File: src/hdl/rhcc_pkg.sv
// ----------------------------------------------------------------------------
// rhcc_pkg: shared types and constants of the rolling hash chunk cutter
// Field widths, request codes, register indexes and reset values.
// ----------------------------------------------------------------------------
package rhcc_pkg;

  localparam int TYPE_W  = 2;
  localparam int BYTE_W  = 8;
  localparam int HASH_W  = 32;
  localparam int LEN_W   = 25;
  localparam int CIDX_W  = 2;
  localparam int CDATA_W = 32;
  localparam int TAB_DEPTH = 1 << BYTE_W;

  localparam int WINDOW_LEN_DEF = 64;

  // request codes
  localparam logic [TYPE_W-1:0] REQ_TABLE = 2'd0;
  localparam logic [TYPE_W-1:0] REQ_DATA  = 2'd1;
  localparam logic [TYPE_W-1:0] REQ_EOF   = 2'd2;

  // configuration register indexes
  localparam logic [CIDX_W-1:0] CFG_MIN  = 2'd0;
  localparam logic [CIDX_W-1:0] CFG_MAX  = 2'd1;
  localparam logic [CIDX_W-1:0] CFG_MASK = 2'd2;

  localparam logic [LEN_W-1:0]  MIN_RESET  = LEN_W'(1 << 16);
  localparam logic [LEN_W-1:0]  MAX_RESET  = LEN_W'(1 << 23);
  localparam logic [HASH_W-1:0] MASK_RESET = HASH_W'((1 << 20) - 1);

  // request held between table read and hash update
  typedef struct packed {
    logic              valid;
    logic              is_data;
    logic              full;
    logic [BYTE_W-1:0] data_byte;
  } stage_t;

endpackage

File: src/hdl/rhcc_hash.sv
// ----------------------------------------------------------------------------
// rhcc_hash: buzhash update, cut decision and result register
// Rolls the hash, counts the chunk length and holds one result.
// ----------------------------------------------------------------------------
module rhcc_hash #(
  parameter int WINDOW_LEN = rhcc_pkg::WINDOW_LEN_DEF
) (
  input  logic                        clk,
  input  logic                        rst,
  input  rhcc_pkg::stage_t            stage,
  input  logic [rhcc_pkg::HASH_W-1:0] t_new,
  input  logic [rhcc_pkg::HASH_W-1:0] t_old,
  input  logic [rhcc_pkg::LEN_W-1:0]  min_chunk,
  input  logic [rhcc_pkg::LEN_W-1:0]  max_chunk,
  input  logic [rhcc_pkg::HASH_W-1:0] cut_mask,
  output logic                        go,
  output logic                        out_valid,
  input  logic                        out_ready,
  output logic                        byte_valid,
  output logic [rhcc_pkg::BYTE_W-1:0] out_byte,
  output logic                        chunk_end,
  output logic [rhcc_pkg::LEN_W-1:0]  chunk_length
);

  localparam int ROT = WINDOW_LEN % rhcc_pkg::HASH_W;

  logic [rhcc_pkg::HASH_W-1:0]   hash;
  logic [rhcc_pkg::LEN_W-1:0]    length;
  logic [2*rhcc_pkg::HASH_W-1:0] old_dbl;
  logic [rhcc_pkg::HASH_W-1:0]   old_rot;
  logic [rhcc_pkg::HASH_W-1:0]   hash_next;
  logic [rhcc_pkg::LEN_W-1:0]    len_inc;
  logic                          can_load;
  logic                          cut;

  assign can_load = !out_valid || out_ready;
  assign go       = stage.valid && can_load;

  // constant rotate of the departing word
  assign old_dbl = {t_old, t_old} << ROT;
  assign old_rot = old_dbl[2*rhcc_pkg::HASH_W-1:rhcc_pkg::HASH_W];

  assign hash_next = {hash[rhcc_pkg::HASH_W-2:0], hash[rhcc_pkg::HASH_W-1]} ^ t_new
                     ^ (stage.full ? old_rot : '0);
  assign len_inc   = length + rhcc_pkg::LEN_W'(1);
  assign cut       = (len_inc >= min_chunk) &&
                     (((hash_next & cut_mask) == '0) || (len_inc >= max_chunk));

  always_ff @(posedge clk) begin
    if (rst) begin
      hash      <= '0;
      length    <= '0;
      out_valid <= 1'b0;
    end else begin
      if (can_load) begin
        out_valid <= go && (stage.is_data || (length != '0));
      end
      if (go) begin
        if (stage.is_data) begin
          hash   <= hash_next;
          length <= cut ? '0 : len_inc;
        end else begin
          hash   <= '0;
          length <= '0;
        end
      end
    end
  end

  always_ff @(posedge clk) begin
    if (go) begin
      byte_valid   <= stage.is_data;
      out_byte     <= stage.is_data ? stage.data_byte : '0;
      chunk_end    <= stage.is_data ? cut : 1'b1;
      chunk_length <= stage.is_data ? len_inc : length;
    end
  end

endmodule

File: config.mk
export PLATFORM = sky130hd
export DESIGN_NAME = rhcc_hash
export DESIGN_NICKNAME = d
export VERILOG_FILES = /design/src/hdl/rhcc_pkg.sv /design/src/hdl/rhcc_hash.sv
export SDC_FILE = /design/constraint.sdc
export NUM_CORES = 1
export LEC_CHECK = 0
export ABC_AREA = 1
export BUFFER_PORTS_ARGS = -buffer_cell sky130_fd_sc_hd__buf_2
export CORE_MARGIN = 3
export CORE_UTILIZATION = 35
export DETAILED_ROUTE_END_ITERATION = 16
export GPL_ROUTABILITY_DRIVEN = 0
export PLACE_DENSITY_LB_ADDON = 0.25
export SETUP_SLACK_MARGIN = 0.5
export SYNTH_ARGS = -nofsm -noshare
export SYNTH_HDL_FRONTEND = slang
export SYNTH_SLANG_ARGS = --single-unit
File: constraint.sdc
create_clock -name clk -period 8.9 [get_ports clk]
set_clock_uncertainty 0.2 [all_clocks]
set_input_delay 1.335 -clock clk [delete_from_list [all_inputs] [get_ports clk]]
set_output_delay 1.335 -clock clk [all_outputs]
set_load 0.01 [all_outputs]
==> qor.csv <==
metric,value,unit
Root Buffer Master,clkbuf_16,
Synth-to-Final Area Change,20.5,%
FF-to-FF Start,length[0]$_SDFFE_PP0P_,
pre-CTS setup slack,4750,ps
startpoint class of the critical path,input port,
fmax,242,MHz
vias in the first global route,6803,
crit path max fanout,84,
Initial Util,36.1,%
"Max stage delay cell, worst path",buf_4,
CP cell instances,"buf_2, inv_1, nand2_1, nand2_2, buf_4, inv_1, buf_2",
setup slack after layout,4770,ps
cts bufs inserted,9,
worst-case clock buffer depth,2,
largest net degree at the start of global routing,85,
"EDFF count, synth",35,
"Top FF cell, synth",dfxtp_1,
YS warnings,0,
post-synthesis sequential area ratio,30.9,%
mean post-synth cell area,6.52,um2
min-delay src,hash[15]$_SDFFE_PP0P_,
final setup violation count,0,
# nets final,1487,
Worst-Margin Slew,984,ps
CP Capture Type,output port,
vias per inst,4.76,
CP Class,input port to output port,
wire per inst,13.4,um
final setup TNS,0,ps
reg2reg setup slack,5330,ps
RSZ-0062 raised after global routing,no,
WHS Path Cells,2,
total routed wirelength,20.8,mm
post-synth cell types,38,
Clock Sinks,93,
die height,149,um
final-report hold violation count,0,
syn_nets,1308,
global-route wire length before repair,33.1,mm
Post-route DRC,0,
Setup Buffers After CTS,0,
Die X,149,um
Post-Syn Area,7150,um2
multi-input combinational cell area,4100,um2
post-route ant nets,0,
CTS H-tree lvls,3,
Die Area,22200,um2
"Reg clk slew, reported paths",60,ps
IO Count,197,
R2R Path End,length[17]$_SDFFE_PP0P_,
Max-Cap Viols,0,
hold path endpoint,hash[15]$_SDFFE_PP0P_,
placed cells,1529,
status,finished clean,
Filler cells,2103,
"FFs w/ async S/R, synth",0,%
part of the cycle the worst path needs,46.4,%
Critical Path AT,2600,ps
"non-filler cells, final",1547,
drt pass-1 iters,5,
fin crit period,4130,ps
global-route usage over all layers,18.6,%
slowest cell delay on critical path,680,ps
Min-Delay Path Class,register to register,
detailed placement HPWL,16.1,mm
GRT overflow,0,
share of layout cells above drive strength 1,20.0,%
CTS resizes,0,
count of pins over their slew limit,0,
drt initial violations,474,
CP required,7360,ps
Post-Synthesis Cells,1096,
CTS tree,yes,
I/O Buffers,196,
register bit count reported by yosys,93,
Pwr per Cell Area,116,nW/um2
worst hold slack,279,ps
# hold bufs at CTS,0,
later-pin clock latency in the skew report,350,ps
reg2reg path depth,23,
worst vdd ir,0.0952,mV
P_leak,0.00440,uW
FF/Latch Area,2210,um2
core area,19800,um2
vias,7368,
initial antenna violation count,4,
Worst slew margin,34.4,%
FP Rows,51,
area by class of cell:
type                            instances  area share (%)
Multi-Input combinational cell        786            47.6
Clock buffer                           11            2.70
Inverter                              185            8.06
Clock inverter                          5           0.320
Sequential cell                        93            25.7
Antenna cell                            2          0.0581
Timing Repair Buffer                  200            11.7
Tap cell                              265            3.85
cells by family after synthesis:
kind of cell | Yosys count | synth area share [%]
fa+ha+maj | 52 | 9.10
compound gates | 121 | 8.93
simple gates | 599 | 37.4
buf+inv | 217 | 11.8
xor+xnor | 14 | 1.82
flops | 93 | 30.9
through the flow:
| step | power, uW | util [%] | instance area, um2 |
|---|---|---|---|
| 2_1_floorplan | 581 | - | 7150 |
| 3_3_place_gp | 653 | 42.2 | 8350 |
| 4_1_cts | 1020 | 43.5 | 8610 |
| 3_5_place_dp | 656 | 42.2 | 8350 |
| 5_1_grt | 1050 | 43.5 | 8610 |
| 6_report | 1000 | 43.5 | 8610 |
sequential cells by signal (all words and copies together) (netlist names):
signal        flops
hash             32
out_byte          8
chunk_length     25
byte_valid        1
out_valid         1
length           25
chunk_end         1
routing by layer:
layer  GRT usage (%)  wire (um)  vias up
li1                -          -     3881
met1            24.3       9400     3253
met2            30.8       9700      200
met3            3.40       1240       28
met4            6.86        403        6
met5               0         34        -
where the power goes:
part           switching [uW]  internal (uW)  total (uW)
Clock                     170            188         358
Combinational             106           70.7         177
Sequential               8.99            459         468
Yosys cell counts, types with 2 or more instances:
master,instances,area (um2)
nand3_2,2,20.0
nand4_1,32,200
nor3_1,6,30.0
o21ai_1,3,15.0
nor3_2,7,70.1
nor3_4,3,48.8
nand2_1,371,1390
buf_4,4,30.0
clkbuf_1,19,71.3
nor2_4,2,22.5
nor4_1,7,43.8
edfxtp_1,35,1050
dfxtp_1,58,1160
nand3_1,90,450
o21ai_0,30,150
ha_1,52,651
xor2_1,13,114
nor2_1,57,214
nand3_4,2,35.0
o21a_1,3,22.5
buf_1,2,7.51
a21oi_1,77,385
a21oi_2,3,26.3
nand3b_1,12,90.1
buf_2,6,30.0
inv_1,171,642
nand2_2,5,31.3
inv_2,14,52.6
layout by cell type (no fill, tap or decap), types with 3 or more instances in the layout:
cell type / synthesis / routed
ha_1: 52 / 52
dfxtp_1: 58 / 58
nor3_4: 3 / 3
nor3_1: 6 / 6
inv_2: 14 / 14
buf_4: 4 / 4
nor2_1: 57 / 56
clkbuf_16: 0 / 9
o21a_1: 3 / 3
a21oi_1: 77 / 77
nand4_1: 32 / 32
o21ai_0: 30 / 30
nand3_1: 90 / 90
o21ai_1: 3 / 3
clkinv_2: 0 / 3
edfxtp_1: 35 / 35
nand2_1: 371 / 370
a21oi_2: 3 / 3
xor2_1: 13 / 13
buf_2: 6 / 196
nor4_1: 7 / 7
nor3_2: 7 / 7
nand3b_1: 12 / 12
inv_1: 171 / 171
nand2_2: 5 / 6
how the worst max path moves through the flow:
stage                   start  to  slack (ps)  cells after the start
CTS                 out_ready  go        4740                      7
global route        out_ready  go        4550                      7
floorplan           out_ready  go        4720                      6
detailed placement  out_ready  go        4750                      7
global placement    out_ready  go        4760                      7
finish              out_ready  go        4770                      7
critical path: cells and delay by family:
kind | cells | cell delay, ps
buffers and inverters | 5 | 1130
AND/OR/NAND/NOR | 2 | 110
(Power assumes the default switching activity.)
