===== config.mk =====
export PLATFORM = sky130hd
export DESIGN_NAME = rhcc_window
export DESIGN_NICKNAME = d
export VERILOG_FILES = /design/src/hdl/rhcc_pkg.sv /design/src/hdl/rhcc_cell.sv /design/src/hdl/rhcc_window.sv
export SDC_FILE = /design/constraint.sdc
export NUM_CORES = 1
export LEC_CHECK = 0
export ABC_AREA = 1
export BUFFER_PORTS_ARGS = -buffer_cell sky130_fd_sc_hd__buf_2
export CORE_AREA = 5 5 205 207
export DETAILED_ROUTE_END_ITERATION = 10
export DIE_AREA = 0 0 210 212
export PLACE_DENSITY = 0.65
export SLEW_MARGIN = 20
export SYNTH_ARGS = -nofsm -noshare
export SYNTH_HDL_FRONTEND = slang
export SYNTH_SLANG_ARGS = --single-unit

===== constraint.sdc =====
create_clock -name clk -period 1.2 [get_ports clk]
set_input_delay 0.06 -clock clk [delete_from_list [all_inputs] [get_ports clk]]
set_output_delay 0.06 -clock clk [all_outputs]
set_load 0.1 [all_outputs]

===== src/hdl/rhcc_pkg.sv =====
// ----------------------------------------------------------------------------
// rhcc_pkg: shared types and constants of the rolling hash chunk cutter
// Field widths, request codes, register indexes and reset values.
// ----------------------------------------------------------------------------
package rhcc_pkg;

  localparam int TYPE_W  = 2;
  localparam int BYTE_W  = 8;
  localparam int HASH_W  = 32;
  localparam int LEN_W   = 25;
  localparam int CIDX_W  = 2;
  localparam int CDATA_W = 32;
  localparam int TAB_DEPTH = 1 << BYTE_W;

  localparam int WINDOW_LEN_DEF = 64;

  // request codes
  localparam logic [TYPE_W-1:0] REQ_TABLE = 2'd0;
  localparam logic [TYPE_W-1:0] REQ_DATA  = 2'd1;
  localparam logic [TYPE_W-1:0] REQ_EOF   = 2'd2;

  // configuration register indexes
  localparam logic [CIDX_W-1:0] CFG_MIN  = 2'd0;
  localparam logic [CIDX_W-1:0] CFG_MAX  = 2'd1;
  localparam logic [CIDX_W-1:0] CFG_MASK = 2'd2;

  localparam logic [LEN_W-1:0]  MIN_RESET  = LEN_W'(1 << 16);
  localparam logic [LEN_W-1:0]  MAX_RESET  = LEN_W'(1 << 23);
  localparam logic [HASH_W-1:0] MASK_RESET = HASH_W'((1 << 20) - 1);

  // request held between table read and hash update
  typedef struct packed {
    logic              valid;
    logic              is_data;
    logic              full;
    logic [BYTE_W-1:0] data_byte;
  } stage_t;

endpackage


===== src/hdl/rhcc_cell.sv =====
// ----------------------------------------------------------------------------
// rhcc_cell: one byte of the hash window
// Loads the byte of its upstream neighbor on every shift.
// ----------------------------------------------------------------------------
module rhcc_cell (
  input  logic                       clk,
  input  logic                       shift,
  input  logic [rhcc_pkg::BYTE_W-1:0] d,
  output logic [rhcc_pkg::BYTE_W-1:0] q
);

  always_ff @(posedge clk) begin
    if (shift) begin
      q <= d;
    end
  end

endmodule


===== src/hdl/rhcc_window.sv =====
// ----------------------------------------------------------------------------
// rhcc_window: sliding byte window as a chain of cells
// New byte enters cell 0; the last cell holds the byte about to depart.
// ----------------------------------------------------------------------------
module rhcc_window #(
  parameter int WINDOW_LEN = rhcc_pkg::WINDOW_LEN_DEF
) (
  input  logic                        clk,
  input  logic                        rst,
  input  logic                        shift,
  input  logic                        clear,
  input  logic [rhcc_pkg::BYTE_W-1:0] in_byte,
  output logic [rhcc_pkg::BYTE_W-1:0] old_byte,
  output logic                        full
);

  localparam int FILL_W = $clog2(WINDOW_LEN + 1);
  localparam logic [FILL_W-1:0] FILL_MAX = FILL_W'(WINDOW_LEN);

  logic [rhcc_pkg::BYTE_W-1:0] taps [WINDOW_LEN+1];
  logic [FILL_W-1:0]           fill;

  assign taps[0] = in_byte;

  for (genvar i = 0; i < WINDOW_LEN; i++) begin : g_cell
    rhcc_cell u_cell (
      .clk   (clk),
      .shift (shift),
      .d     (taps[i]),
      .q     (taps[i+1])
    );
  end

  assign old_byte = taps[WINDOW_LEN];
  assign full     = (fill == FILL_MAX);

  // cell contents only matter once the window is full, so only fill resets
  always_ff @(posedge clk) begin
    if (rst || clear) begin
      fill <= '0;
    end else if (shift && !full) begin
      fill <= fill + FILL_W'(1);
    end
  end

endmodule


==> results of run 1 <==
synth_stat cells:
library cell and number:
nand4_1 4, nand2_4 1, nand3_1 8, edfxtp_1 512, ha_1 2, a21oi_1 3
nor2_1 12, xor2_1 1, dfxtp_1 7, buf_6 2, buf_4 1, nand2_1 13
nand3_4 1, o21ai_0 2, inv_1 12
flip-flops by register name, summed over array words and instances, names as in the netlist:
register and flops:
fill 7, g_cell.u_cell.q 512
report_power, final:
part | internal (mW) | switching [mW]
clock | 9.94 | 6.21
sequential | 21.1 | 0.253
combinational | 0.198 | 0.486
area by class of cell:
| cell class | count | area, sq um | area share, % |
|---|---|---|---|
| Inverter | 12 | 48.8 | 0.258 |
| Sequential cell | 519 | 15500 | 82.0 |
| Tap cell | 532 | 666 | 3.52 |
| Multi-Input combinational cell | 47 | 278 | 1.47 |
| Clock inverter | 31 | 364 | 1.92 |
| Clock buffer | 62 | 1360 | 7.18 |
| Timing Repair Buffer | 62 | 697 | 3.68 |
repair_timing:
| item | 4_1_cts | 5_1_grt |
|---|---|---|
| hold buffers | 11 | 0 |
| buffers inserted | 4 | 1 |
| setup endpoints to repair | 13 | 16 |
| hold endpoints to repair | 84 | 0 |
| gates resized for setup | 18 | 4 |
| pin swaps | 1 | 0 |
cell families (layout without fill, tap and decap cells):
logic type / count (synthesis) / count (layout)
flip-flops: 519 / 519
AND/OR/NAND/NOR: 39 / 39
XOR/XNOR: 1 / 1
adder cells (fa/ha/maj): 2 / 2
AO/OA/AOI/OAI: 5 / 5
buffers and inverters: 15 / 167
through the flow:
stage	power (mW)	setup slack [ps]	hold slack, ps	area, sq um
floorplan	21.7	-14.7	159	15900
global placement	22.3	-17.3	238	17000
detailed placement	22.3	-66.3	239	17000
CTS	38.8	-433	171	18900
global route	39.7	-470	190	18900
finish	38.1	-390	218	18900
how the worst max path moves through the flow:
stage | from | to | slack (ps) | cells after the start
floorplan | fill[0] | full | -10 | 6
global placement | fill[1] | fill[0] | -20 | 9
detailed placement | fill[1] | fill[0] | -70 | 9
CTS | fill[0] | full | -430 | 7
global route | fill[0] | full | -470 | 7
finish | fill[0] | full | -390 | 7
critical path, stage by stage (launching register included):
cell and delay [ps]:
dfxtp_2 330, inv_2 70, ha_4 120, inv_2 40, nor2_4 80, nand3_4 80
clkinvlp_4 90, buf_12 160
metal layers:
metal	track usage [%]	up-vias	wire length, microns
met5	0	-	0
met4	3.60	0	605
met3	2.43	53	797
met2	10.2	95	7180
met1	12.0	2836	8840
li1	-	2556	-
==> qor.yml, run 1 <==
status: "complete, but fails checks"
violations: "setup timing"
grt_overflow: 0
drive_gt1_share_pct: 18.1
relSlewSlack_pct: 75.5
dp_hpwl_microns: 8060
yosysSeqAreaShare_pct: 98.0
route.detailed.drc: 0
finalSetupTns_ps: -654
antenna_found_initial: 0
ios: 21
synth_area_leaders: "edfxtp_1, dfxtp_1, nand2_1"
coreArea_sq_um: 40200
cts_root_buf: "clkbuf_16"
reg2reg_slack_ps: -90
min_path_cells: 2
worst_slack_ps: -390
synth_compound_area_share_pct: 0.158
synth_xor_area_share_pct: 0.0553
min-delay-start: "in_byte[0]"
clk_latency_ps: 550
leakage_nw: 6.39
critPathCaptureType: "output port"
port_buffers: 20
syn_inst: 581
timing.rr.start: "fill[0]"
cts.sinks: 519
row_count: 74
htree_levels: 2
cp-start-kind: "register"
grt_pass1_vias: 5366
vias: 5540
drt_iter0_drc: 341
reg2regPathDepth: 10
dieArea_sq_um: 44500
drv_cap: 0
mostFrequentLayoutCells: "edfxtp_1, clkbuf_16, buf_4"
cts_buffers: 50
path_max_fanout: 2
critPathKind: "reg2out"
finalMaxSlewViolations: 0
first_pass_iters: 4
diodes: 0
area_delta_synth_final_pct: 19.5
final_common_cell: "edfxtp_1"
layout.nets: 706
final.setup_skew_ps: 13.4
grt_pass1_wl_microns: 28600
die_w_microns: 210
synth-simple-area-share_pct: 1.19
tightest_slew_ps: 366
synthAdderAreaFrac_pct: 0.158
powerDensity_nw_per_um2: 2010
wl_microns: 17400
vdd_drop_max_mv: 1.09
cp.required_ps: 1140
finalHoldViolations: 0
reg2reg_to: "fill[0]"
die_height_microns: 212
final_antenna_net_count: 0
clkTransAtPathRegs_ps: 60
fin_crit_sh_pct: 132
tritoncts: "built"
yosysTopAreaCellShare_pct: 97.1
grt_start_max_net_pins: 47
final_core_util_pct: 47.1
fill_cells: 3263
clock.fmax_mhz: 629
fin_cells: 1265
wl_per_cell_microns: 13.8
routed_via_density: 4.38
yosys.area.top_type: "edfxtp_1"
synthDistinctLibCells: 15
setup_viol: 6
synth_top_family_by_area: "simple AND/OR/NAND/NOR gates"
clk_path_buf_depth: 3
min_period_ps: 1590
dp_cells: 1157
holdPathEnd: "g_cell[0].u_cell.q[0]"
grtUsageTotal_pct: 7.80
hold_path.class: "in2reg"
synthesis.area_sq_um: 15800
synthMuxAreaShare_pct: 0
yosys_warnings: 0
grt_setup_unrepaired: "true"
syn_nets: 595
synth.ff_latch_count: 519
avgSynthCellArea_sq_um: 27.3
crit_arrival_ps: 1530
gp_congestion: 0.666
start_util_pct: 39.4
(Power assumes the default switching activity.)
==> run 2, diff against run 1 <==
--- a/config.mk
+++ b/config.mk
@@ -7,10 +7,12 @@
 export LEC_CHECK = 0
 export ABC_AREA = 1
 export BUFFER_PORTS_ARGS = -buffer_cell sky130_fd_sc_hd__buf_2
-export CORE_AREA = 5 5 205 207
+export CELL_PAD_IN_SITES_DETAIL_PLACEMENT = 0
+export CELL_PAD_IN_SITES_GLOBAL_PLACEMENT = 1
+export CORE_AREA = 5 5 244 175
 export DETAILED_ROUTE_END_ITERATION = 10
-export DIE_AREA = 0 0 210 212
-export PLACE_DENSITY = 0.65
+export DIE_AREA = 0 0 249 180
+export PLACE_DENSITY = 0.69
 export SLEW_MARGIN = 20
 export SYNTH_ARGS = -nofsm -noshare
 export SYNTH_HDL_FRONTEND = slang
==> qor.yml, run 2 (synthesis gave the netlist of run 1 again) <==
drive_gt1_share_pct: 18.2  # +0.063 points
p_comb_share_pct: 1.9  # about the same
tightest_slew_ps: 510  # +144 ps
total_power_mw: 35.5  # -6.9%
finalMaxSlewViolations: 0  # unchanged
tritoncts: "built"
crit_arrival_ps: 1540  # about the same
layout.nets: 696  # -1.4%
clkPwrFrac_pct: 38.1  # -4.2 points
reg2reg_to: "fill[0]"
final_common_cell: "edfxtp_1"
clk_path_buf_depth: 3  # unchanged
path_max_fanout: 2  # unchanged
drv_cap: 0  # unchanged
start_util_pct: 39.3  # -0.076 points
p_seq_share_pct: 60.0  # +4.1 points
grt_overflow: 0  # unchanged
status: "complete, but fails checks"
vias: 5451  # -1.6%
routed_via_density: 4.33  # -1.1%
die_w_microns: 249  # +19%
row_count: 62  # -16%
reg2reg_slack_ps: -260  # -170 ps
crit_chain: "inv_4, ha_4, inv_2, nor2_4, nand3_4, clkinvlp_4, buf_12"
internal_power_mw: 28.7  # -8.0%
clk_latency_ps: 550  # about the same
grtUsageTotal_pct: 7.66  # -0.15 points
cts_root_buf: "clkbuf_16"
die_height_microns: 180  # -15%
crit_slowest_cell: "dfxtp_4"
clock.fmax_mhz: 627  # -0.39%
top_register: "g_cell.u_cell.q"
critPathKind: "reg2out"
switchingPower_mw: 6.80  # -2.1%
powerDensity_nw_per_um2: 1910  # -5.1%
drt_iter0_drc: 503  # +48%
reg2regPathDepth: 10  # unchanged
final_antenna_net_count: 0  # unchanged
antenna_found_initial: 0  # unchanged
cp-start-kind: "register"
crit_end: "full"
hold_path.class: "in2reg"
grt_setup_unrepaired: "true"
cts.sinks: 519  # unchanged
cts_buffers: 45  # -10%
critPathLaunch: "fill[0]"
gp_congestion: 0.703  # +5.6%
path_delay_family: "flip-flops"
cp_num_buf_inv: 4  # unchanged
port_buffers: 20  # unchanged
crit_cells: 7  # unchanged
diodes: 0  # unchanged
first_pass_iters: 4  # unchanged
worst_slack_ps: -396  # -6.21 ps
grt_start_max_net_pins: 72  # +53%
mostFrequentLayoutCells: "edfxtp_1, clkbuf_16, buf_4"
grt_pass1_vias: 5376  # +0.19%
wl_per_cell_microns: 14.2  # +3.4%
relSlewSlack_pct: 66.0  # -9.5 points
coreArea_sq_um: 40300  # +0.19%
top_regs: "g_cell.u_cell.q x512, fill x7"
swShare_pct: 19.1  # +0.94 points
fin_crit_sh_pct: 133  # +0.52 points
clkTransAtPathRegs_ps: 60  # about the same
wl_microns: 17900  # +2.9%
dp_hpwl_microns: 8530  # +5.9%
vdd_drop_max_mv: 1.02  # -6.0%
setup_viol: 8  # +2
largest_reg_flops: 512  # unchanged
cp.required_ps: 1140  # about the same
leakage_nw: 6.20  # -3.0%
timing.rr.start: "fill[0]"
cpPeakStageDelay_ps: 360  # +30 ps
final.setup_skew_ps: 18.8  # +5.37 ps
critPathCaptureType: "output port"
dieArea_sq_um: 44800  # +0.67%
ios: 21  # unchanged
finalHoldViolations: 0  # unchanged
min_period_ps: 1600  # +6.21 ps
area_delta_synth_final_pct: 17.2
violations: "setup timing"
grt_pass1_wl_microns: 28700  # +0.19%
route.detailed.drc: 0  # unchanged
holdWs_ps: 212  # -6.86 ps
htree_levels: 2  # unchanged
==> run 2: changes by cell type in the layout (fill, tap and decap cells not counted), sizes merged <==
cell and change:
clkinvlp +1, clkbuf -10, bufinv -7, clkinv +2
buf -5
==> run 2: how the worst min path moves through the flow <==
stage / start / end / cells past startpoint
2_1_floorplan: in_byte[0] / g_cell[0].u_cell.q[0] / 0
3_3_place_gp: in_byte[5] / g_cell[0].u_cell.q[5] / 1
3_5_place_dp: in_byte[2] / g_cell[0].u_cell.q[2] / 1
4_1_cts: in_byte[6] / g_cell[0].u_cell.q[6] / 2
5_1_grt: in_byte[1] / g_cell[0].u_cell.q[1] / 2
6_report: in_byte[6] / g_cell[0].u_cell.q[6] / 2
==> run 2: what timing repair did <==
action,4_1_cts,5_1_grt
setup buffers,2,2
endpoints found under the setup margin,16,16
pin swaps,3,2
hold endpoints to repair,23,0
hold buffers,11,0
gates resized for setup,21,14
==> run 2: power groups by stage <==
stage	combinational (mW)	clock (mW)	sequential [mW]
after floorplan	0.0340	0	21.7
after global placement	0.578	0	21.6
after detailed placement	0.625	0	21.7
after CTS	0.669	14.0	21.3
after global routing	0.717	14.9	21.4
final	0.665	13.5	21.3
==> run 2: per-stage QoR <==
stage | setup TNS [ps] | setup slack [ps] | instances | utilization, % | cell area, sq um
after floorplan | -14.7 | -14.7 | 581 | - | 15900
after global placement | 0 | 4.17 | 1165 | 42.1 | 16900
after detailed placement | -582 | -156 | 1165 | 42.1 | 16900
after CTS | -1370 | -443 | 1257 | 46.0 | 18500
after global routing | -2510 | -485 | 1258 | 46.1 | 18600
final | -1790 | -396 | 1258 | 46.1 | 18600
==> run 2: layout make-up <==
class / count / area (sq um)
sequential: 519 / 15500
tap: 544 / 681
timing repair buffer: 57 / 613
fill: 3229 / 21700
multi-input combinational: 47 / 317
clock buffer: 52 / 1170
clock inverter: 27 / 209
inverter: 12 / 51.3
==> run 2: layer usage <==
layer	GRT usage [%]	vias up	wire, microns
met3	2.63	41	952
met1	11.2	2783	8690
met4	2.89	0	422
met5	0	-	0
li1	-	2525	-
met2	10.7	102	7860
